[config.mk]
export PLATFORM = sky130hd
export DESIGN_NAME = rpn_stack_alu_core
export DESIGN_NICKNAME = d
export VERILOG_FILES = /design/src/sv/rpn_alu_pkg.sv /design/src/sv/rpn_stack_alu_core.sv
export SDC_FILE = /design/constraint.sdc
export NUM_CORES = 2
export LEC_CHECK = 0
export ABC_AREA = 1
export BUFFER_PORTS_ARGS = -buffer_cell sky130_fd_sc_hd__buf_2
export CORE_MARGIN = 1.5
export CORE_UTILIZATION = 39
export CTS_CLUSTER_DIAMETER = 150
export CTS_CLUSTER_SIZE = 8
export DETAILED_ROUTE_END_ITERATION = 10
export HOLD_SLACK_MARGIN = 0.02
export PLACE_DENSITY = 0.6
export SLEW_MARGIN = 20
export SYNTH_ARGS = -nofsm -noshare
export SYNTH_HDL_FRONTEND = slang
export SYNTH_SLANG_ARGS = --single-unit
[constraint.sdc]
create_clock -name clk -period 8 [get_ports clk]
set_input_delay 1.6 -clock clk [delete_from_list [all_inputs] [get_ports clk]]
set_output_delay 1.6 -clock clk [all_outputs]
set_load 0.01 [all_outputs]
[src/sv/rpn_alu_pkg.sv]
// shared constants for the rpn stack calculator: operation and status codes, sizes
package rpn_alu_pkg;

  localparam int unsigned STACK_DEPTH_DEF = 16;

  localparam int unsigned KIND_W   = 3;
  localparam int unsigned VALUE_W  = 32;
  localparam int unsigned STATUS_W = 3;
  localparam int unsigned DEPTH_W  = 5;

  // input word: push_value only, kind travels in tuser
  localparam int unsigned IN_DATA_W  = 32;
  // result word: status, top_value, top_valid, depth, padded to whole bytes
  localparam int unsigned OUT_DATA_W = 48;

  localparam logic [KIND_W-1:0] KIND_PUSH = 3'd0;
  localparam logic [KIND_W-1:0] KIND_POP  = 3'd1;
  localparam logic [KIND_W-1:0] KIND_PEEK = 3'd2;
  localparam logic [KIND_W-1:0] KIND_ADD  = 3'd3;
  localparam logic [KIND_W-1:0] KIND_MUL  = 3'd4;

  localparam logic [STATUS_W-1:0] ST_OK      = 3'd0;
  localparam logic [STATUS_W-1:0] ST_EMPTY   = 3'd1;
  localparam logic [STATUS_W-1:0] ST_ONE     = 3'd2;
  localparam logic [STATUS_W-1:0] ST_INVALID = 3'd3;
  localparam logic [STATUS_W-1:0] ST_FULL    = 3'd4;

endpackage

[src/sv/rpn_stack_alu_core.sv]
// rpn operand stack with saturating q16.16 add and multiply, one word per cycle while s_tready is high
//
//  channel | dir | tdata (lsb up)                                    | tuser
//  --------+-----+---------------------------------------------------+-----------
//  s_*     | in  | push_value[31:0]                                  | kind[2:0]
//  m_*     | out | status[2:0] top_value[34:3] top_valid[35]          | -
//          |     | depth[40:36] zero[47:41]                          |
//
//  one word is accepted per cycle; its result is registered, held in the skid
//  slot on a stall. the top two entries live in registers, the rest in a memory
//  whose read port is kept pointed at the third entry, so pop, add and multiply
//  never wait on the memory. a two-word output buffer lets a word be accepted
//  while one result waits; s_tready drops only when both slots are full.
//  rst clears the depth and the output buffer; the memory needs no clearing.
module rpn_stack_alu_core #(
  parameter int unsigned STACK_DEPTH = rpn_alu_pkg::STACK_DEPTH_DEF
) (
  input  logic                              clk,
  input  logic                              rst,
  input  logic                              s_tvalid,
  output logic                              s_tready,
  input  logic [rpn_alu_pkg::IN_DATA_W-1:0] s_tdata,   // push_value[31:0]
  input  logic [rpn_alu_pkg::KIND_W-1:0]    s_tuser,   // kind[2:0]
  output logic                              m_tvalid,
  input  logic                              m_tready,
  // status[2:0], top_value[34:3], top_valid[35], depth[40:36], zero pad [47:41]
  output logic [rpn_alu_pkg::OUT_DATA_W-1:0] m_tdata
);

  localparam int unsigned CW = $clog2(STACK_DEPTH + 1);  // count width
  localparam int unsigned AW = $clog2(STACK_DEPTH);      // memory address width
  localparam int unsigned VW = rpn_alu_pkg::VALUE_W;
  localparam int unsigned OW = rpn_alu_pkg::OUT_DATA_W;

  localparam logic [CW-1:0] CNT_FULL = CW'(STACK_DEPTH);
  localparam logic [CW-1:0] CNT_ONE  = CW'(1);
  localparam logic [CW-1:0] CNT_TWO  = CW'(2);
  localparam logic [CW-1:0] CNT_THR  = CW'(3);

  // stack state
  logic [CW-1:0]        count;
  logic [CW-1:0]        count_next;
  logic signed [VW-1:0] top;
  logic signed [VW-1:0] top_next;
  logic signed [VW-1:0] second;
  logic signed [VW-1:0] second_next;
  logic signed [VW-1:0] below;          // memory entry at count-3
  logic signed [VW-1:0] mem [STACK_DEPTH];

  logic          accept;
  logic          mem_we;
  logic [CW-1:0] wr_cnt;
  logic [CW-1:0] rd_cnt;
  logic [AW-1:0] wr_addr;
  logic [AW-1:0] rd_addr;

  logic [rpn_alu_pkg::KIND_W-1:0]   kind;
  logic [rpn_alu_pkg::STATUS_W-1:0] status;

  // arithmetic unit
  logic signed [VW:0]     sum;
  logic signed [VW-1:0]   sum_sat;
  logic signed [2*VW-1:0] prod;
  logic signed [VW-1:0]   prod_sat;

  // result word and output buffer
  logic [CW+4:0]                    count_ext;
  logic signed [VW-1:0]             res_top;
  logic [OW-1:0]                    res_word;
  logic                             out_valid;
  logic [OW-1:0]                    out_word;
  logic                             skid_valid;
  logic [OW-1:0]                    skid_word;

  assign kind     = s_tuser;
  assign s_tready = ~skid_valid;
  assign accept   = s_tvalid & s_tready;

  // add saturates when the carry disagrees with the sign
  assign sum     = {top[VW-1], top} + {second[VW-1], second};
  assign sum_sat = (sum[VW] != sum[VW-1]) ?
                   (sum[VW] ? {1'b1, {(VW-1){1'b0}}} : {1'b0, {(VW-1){1'b1}}}) :
                   sum[VW-1:0];

  // second * top, arithmetic shift by 16 floors toward minus infinity
  assign prod     = second * top;
  assign prod_sat = (prod[2*VW-1:VW+15] != {(VW-15){prod[2*VW-1]}}) ?
                    (prod[2*VW-1] ? {1'b1, {(VW-1){1'b0}}} : {1'b0, {(VW-1){1'b1}}}) :
                    prod[VW+15:16];

  always_comb begin
    status      = rpn_alu_pkg::ST_OK;
    count_next  = count;
    top_next    = top;
    second_next = second;
    mem_we      = 1'b0;
    if (accept) begin
      case (kind)
        rpn_alu_pkg::KIND_PUSH: begin
          if (count == CNT_FULL) begin
            status = rpn_alu_pkg::ST_FULL;
          end else begin
            top_next    = $signed(s_tdata[VW-1:0]);
            second_next = top;
            count_next  = count + CNT_ONE;
            mem_we      = (count >= CNT_TWO);
          end
        end
        rpn_alu_pkg::KIND_POP: begin
          if (count == '0) begin
            status = rpn_alu_pkg::ST_EMPTY;
          end else begin
            top_next    = second;
            second_next = below;
            count_next  = count - CNT_ONE;
          end
        end
        rpn_alu_pkg::KIND_PEEK: begin
          if (count == '0) begin
            status = rpn_alu_pkg::ST_EMPTY;
          end
        end
        rpn_alu_pkg::KIND_ADD, rpn_alu_pkg::KIND_MUL: begin
          if (count == '0) begin
            status = rpn_alu_pkg::ST_EMPTY;
          end else if (count == CNT_ONE) begin
            status = rpn_alu_pkg::ST_ONE;
          end else begin
            top_next    = (kind == rpn_alu_pkg::KIND_ADD) ? sum_sat : prod_sat;
            second_next = below;
            count_next  = count - CNT_ONE;
          end
        end
        default: begin
          status = rpn_alu_pkg::ST_INVALID;
        end
      endcase
    end
  end

  // second spills to the memory on push; the read port follows the new third entry
  assign wr_cnt  = count - CNT_TWO;
  assign rd_cnt  = count_next - CNT_THR;
  assign wr_addr = wr_cnt[AW-1:0];
  assign rd_addr = rd_cnt[AW-1:0];

  always_ff @(posedge clk) begin
    if (mem_we) begin
      mem[wr_addr] <= second;
    end
    // bypass when the spilled entry is the one about to be read
    if (mem_we && (wr_addr == rd_addr)) begin
      below <= second;
    end else begin
      below <= mem[rd_addr];
    end
  end

  always_ff @(posedge clk) begin
    if (rst) begin
      count <= '0;
    end else begin
      count <= count_next;
    end
    top    <= top_next;
    second <= second_next;
  end

  // result word, depth is the low five bits of the count
  assign count_ext = {5'd0, count_next};
  assign res_top   = (count_next == '0) ? '0 : top_next;
  assign res_word  = {7'd0, count_ext[4:0], (count_next != '0), res_top, status};

  always_ff @(posedge clk) begin
    if (rst) begin
      out_valid  <= 1'b0;
      skid_valid <= 1'b0;
    end else if (!out_valid || m_tready) begin
      if (skid_valid) begin
        out_valid  <= 1'b1;
        skid_valid <= 1'b0;
      end else begin
        out_valid <= accept;
      end
    end else if (accept) begin
      skid_valid <= 1'b1;
    end
  end

  always_ff @(posedge clk) begin
    if (!out_valid || m_tready) begin
      out_word <= skid_valid ? skid_word : res_word;
    end else if (accept) begin
      skid_word <= res_word;
    end
  end

  assign m_tvalid = out_valid;
  assign m_tdata  = out_word;

endmodule

==> flow_metrics.env <==
export IMPL_outcome="complete, but fails checks"
export IMPL_violations="negative setup slack"
export IMPL_layout_setup_ws_ns=-0.643
export IMPL_core_um2=172000
export IMPL_root_buffer="clkbuf_16"
export IMPL_multi_input_area_um2=41700
export IMPL_cts_sinks=669
export IMPL_initial_utilization_pct=39.4
export IMPL_setup_worst_path_end_class="flip-flop"
export IMPL_grt_pass1_vias=56062
export IMPL_rows=152
export IMPL_netlist_area_leader_share_pct=31.9
export IMPL_insertion_delay_ns=0.65
export IMPL_pin_count=89
export IMPL_fmax_mhz=116
export IMPL_clock_path_buffers=3
export IMPL_nFillCells=16397
export IMPL_synth_top_cell_by_area="fa_1"
export IMPL_rr_startpoint="second[31]"
export IMPL_numPlacedInstances=10369
export IMPL_hp_class="reg2reg"
export IMPL_final_layout_size_suffix_gt1_share_pct=17.2
export IMPL_critPathMaxStageDelay_ns=0.64
export IMPL_hpwl_mm=172
export IMPL_synth_common_cells="nand2_1, inv_1, fa_1"
export IMPL_synthArstFlopShare_pct=0
export IMPL_maxCapViolCount=0
export IMPL_finalHoldViolations=0
export IMPL_dr_pass1_iters=6
export IMPL_synth_flop_cell="edfxtp_1"
export IMPL_areaGrowthSynthToFinish_pct=20.0
export IMPL_drtAntennaViolNets=0
export IMPL_viasPerCell=5.11
export IMPL_avgSynthCellArea_um2=8.96
export IMPL_cts_buffers=94
export IMPL_fp_dieW_um=420
export IMPL_dpl_worst_slack_ns=-0.841
export IMPL_final_area_um2=81500
export IMPL_netlist_instances=7579
export IMPL_slowest_stage="fa_2"
export IMPL_setup_viol_count_final=95
export IMPL_ys_types=58
export IMPL_worst_pin_slew_ns=1.23
export IMPL_synth_area_top_cells="fa_1, edfxtp_1, nand2_1"
export IMPL_clk_pin_slew_worst_paths_ns=0.07
export IMPL_crit_reg2reg_capture="skid_word[12]"
export IMPL_hold_slack_ns=0.502
export IMPL_reg2reg_depth=44
export IMPL_die_h_um=420
export IMPL_wl_per_cell_um=21.3
export IMPL_crit_path_start="second[31]"
export IMPL_grt_first_pass_wirelength_mm=342
export IMPL_grt_max_degree=206
export IMPL_grt_overflow_total=0
export IMPL_io_buffers=81
export IMPL_cts_hold_buffers=0
export IMPL_drt_total_wl_mm=225
export IMPL_slew_viol_final=0
export IMPL_synth_edf_count=626
export IMPL_die_area_um2=177000
export IMPL_ff_latch_area_um2=19700
export IMPL_grtUsageTotal_pct=25.7
export IMPL_crit_type="reg2reg"
export IMPL_whs_path_depth=2
export IMPL_maxSlewHeadroom_pct=17.5
export IMPL_drt_iter0_markers=4317
export IMPL_synth_most_common_cell="nand2_1"
export IMPL_drc=0
export IMPL_cp_start_kind="flip-flop"
export IMPL_worstPathMaxFanout=13
export IMPL_antenna_found_initial=5
export IMPL_regToRegSetupSlack_ns=-0.64
export IMPL_instances_no_fill=10558
export IMPL_ys_warnings_count=0
export IMPL_rsz0062_at_grt="yes"
export IMPL_synth_ff_latch_count=669
export IMPL_htreeDepth=3
export IMPL_vias=53942
export IMPL_hp_start="skid_word[24]"
export IMPL_syn_cell_area_um2=67900
export IMPL_cp_required_ns=8.39
export IMPL_nets=9555
export IMPL_min_period_over_period_pct=108
export IMPL_ys_seq_area_share_pct=29.0
export IMPL_gp_congestion=0.991
export IMPL_hold_end="m_tdata[24]"
export IMPL_cts_tree="done"
export IMPL_place_area_um2=77000
export IMPL_finClkSkew_ns=0.0340
export IMPL_min_period_ns=8.64
export IMPL_crit_top_cell="nand2_1"
export IMPL_worstPathArrival_ns=9.03
[cells by family (layout without fill, tap and decap cells)]
logic type                 after synthesis  in the layout  share of synthesized area (%)
and+or+nand+nor                       2582           2588                           15.0
AOI/OAI and AO/OA                      795            795                           7.03
other                                    1              8                        0.00552
DFF                                    669            669                           29.0
xor gates and xnor gates                73             73                          0.942
adders and majority gates             1305           1305                           36.0
buffers and inverters                 2154           2810                           12.0
[registers in the layout, indices dropped and copies added (netlist names), named ones only]
name	count
skid_word	41
second	32
m_tdata	41
top	32
count	5
skid_valid	1
m_tvalid	1
mem	512
[cell type report]
type | count | area share, %
multi-input combinational | 4768 | 51.1
sequential | 669 | 24.1
timing repair buffer | 908 | 9.74
inverter | 1769 | 8.18
tap | 2310 | 3.55
clock buffer | 126 | 3.11
clock inverter | 6 | 0.143
timing repair inverter | 1 | 0.00768
antenna | 1 | 0.00307
[critical path: cells and delay by family (launching register included)]
| family | cells | cell delay, ns |
|---|---|---|
| compound gates | 1 | 0.13 |
| fa+ha+maj | 9 | 4.52 |
| buf+inv | 11 | 1.25 |
| flops | 1 | 0.47 |
| simple gates | 23 | 1.98 |
[routing by layer]
metal | global-route usage (%) | routed length (µm) | vias to the layer above
li1 | - | - | 24265
met1 | 34.0 | 90100 | 27170
met2 | 43.7 | 109000 | 2112
met3 | 3.19 | 16500 | 393
met4 | 8.59 | 9130 | 2
met5 | 0 | 13 | -
[stage by stage]
stage	utilization (%)	setup TNS [ns]
final	47.3	-48.66
after global routing	47.3	-79.22
after CTS	46.6	-38.45
after detailed placement	44.7	-58.68
after global placement	44.7	-55.74
after floorplan	-	-19.83
[cells in the final DEF, fill, tap and decap left out, types with 7 or more instances in the layout]
cell type  instances
nand2_4           14
clkbuf_1          29
fa_2              20
nand2_1         1694
nand3_2           25
o21bai_1          16
clkbuf_16         98
or2_2             12
o221ai_1         104
o21ai_1           15
dfxtp_1           36
fa_1            1062
buf_2             81
edfxtp_1         626
nor2_4            33
buf_6             24
buf_12            95
ha_1             198
nand4_1           14
a22oi_1           22
nand3_1          148
a21oi_2           27
nor2_1           466
nand2_2           82
ha_4              24
o21ai_0          339
xnor2_1           35
a21oi_1          124
buf_4            705
a221oi_1          32
nor2_2            46
conb_1             7
inv_1           1698
inv_2             60
o22ai_1           26
xor2_1            38
a31oi_1           41
nor3_1            10
o21ai_2           18
nand2_8           11
[repair_timing]
action / CTS / global route
pin swaps: 31 / 54
buffers inserted: 19 / 29
cloned: 3 / 5
endpoints found under the setup margin: 96 / 96
resized for setup: 107 / 265
[how the worst max path moves through the flow]
stage,cells past startpoint,slack [ns],end
6_report,44,-0.64,skid_word[12]
5_1_grt,42,-0.95,m_tdata[21]
4_1_cts,39,-0.50,skid_word[24]
3_5_place_dp,39,-0.84,m_tdata[27]
3_3_place_gp,39,-0.83,m_tdata[27]
2_1_floorplan,40,-0.31,skid_word[8]
Power is not shown: default switching activity piles up to over one toggle a cycle in this logic, so the estimate is an artifact.
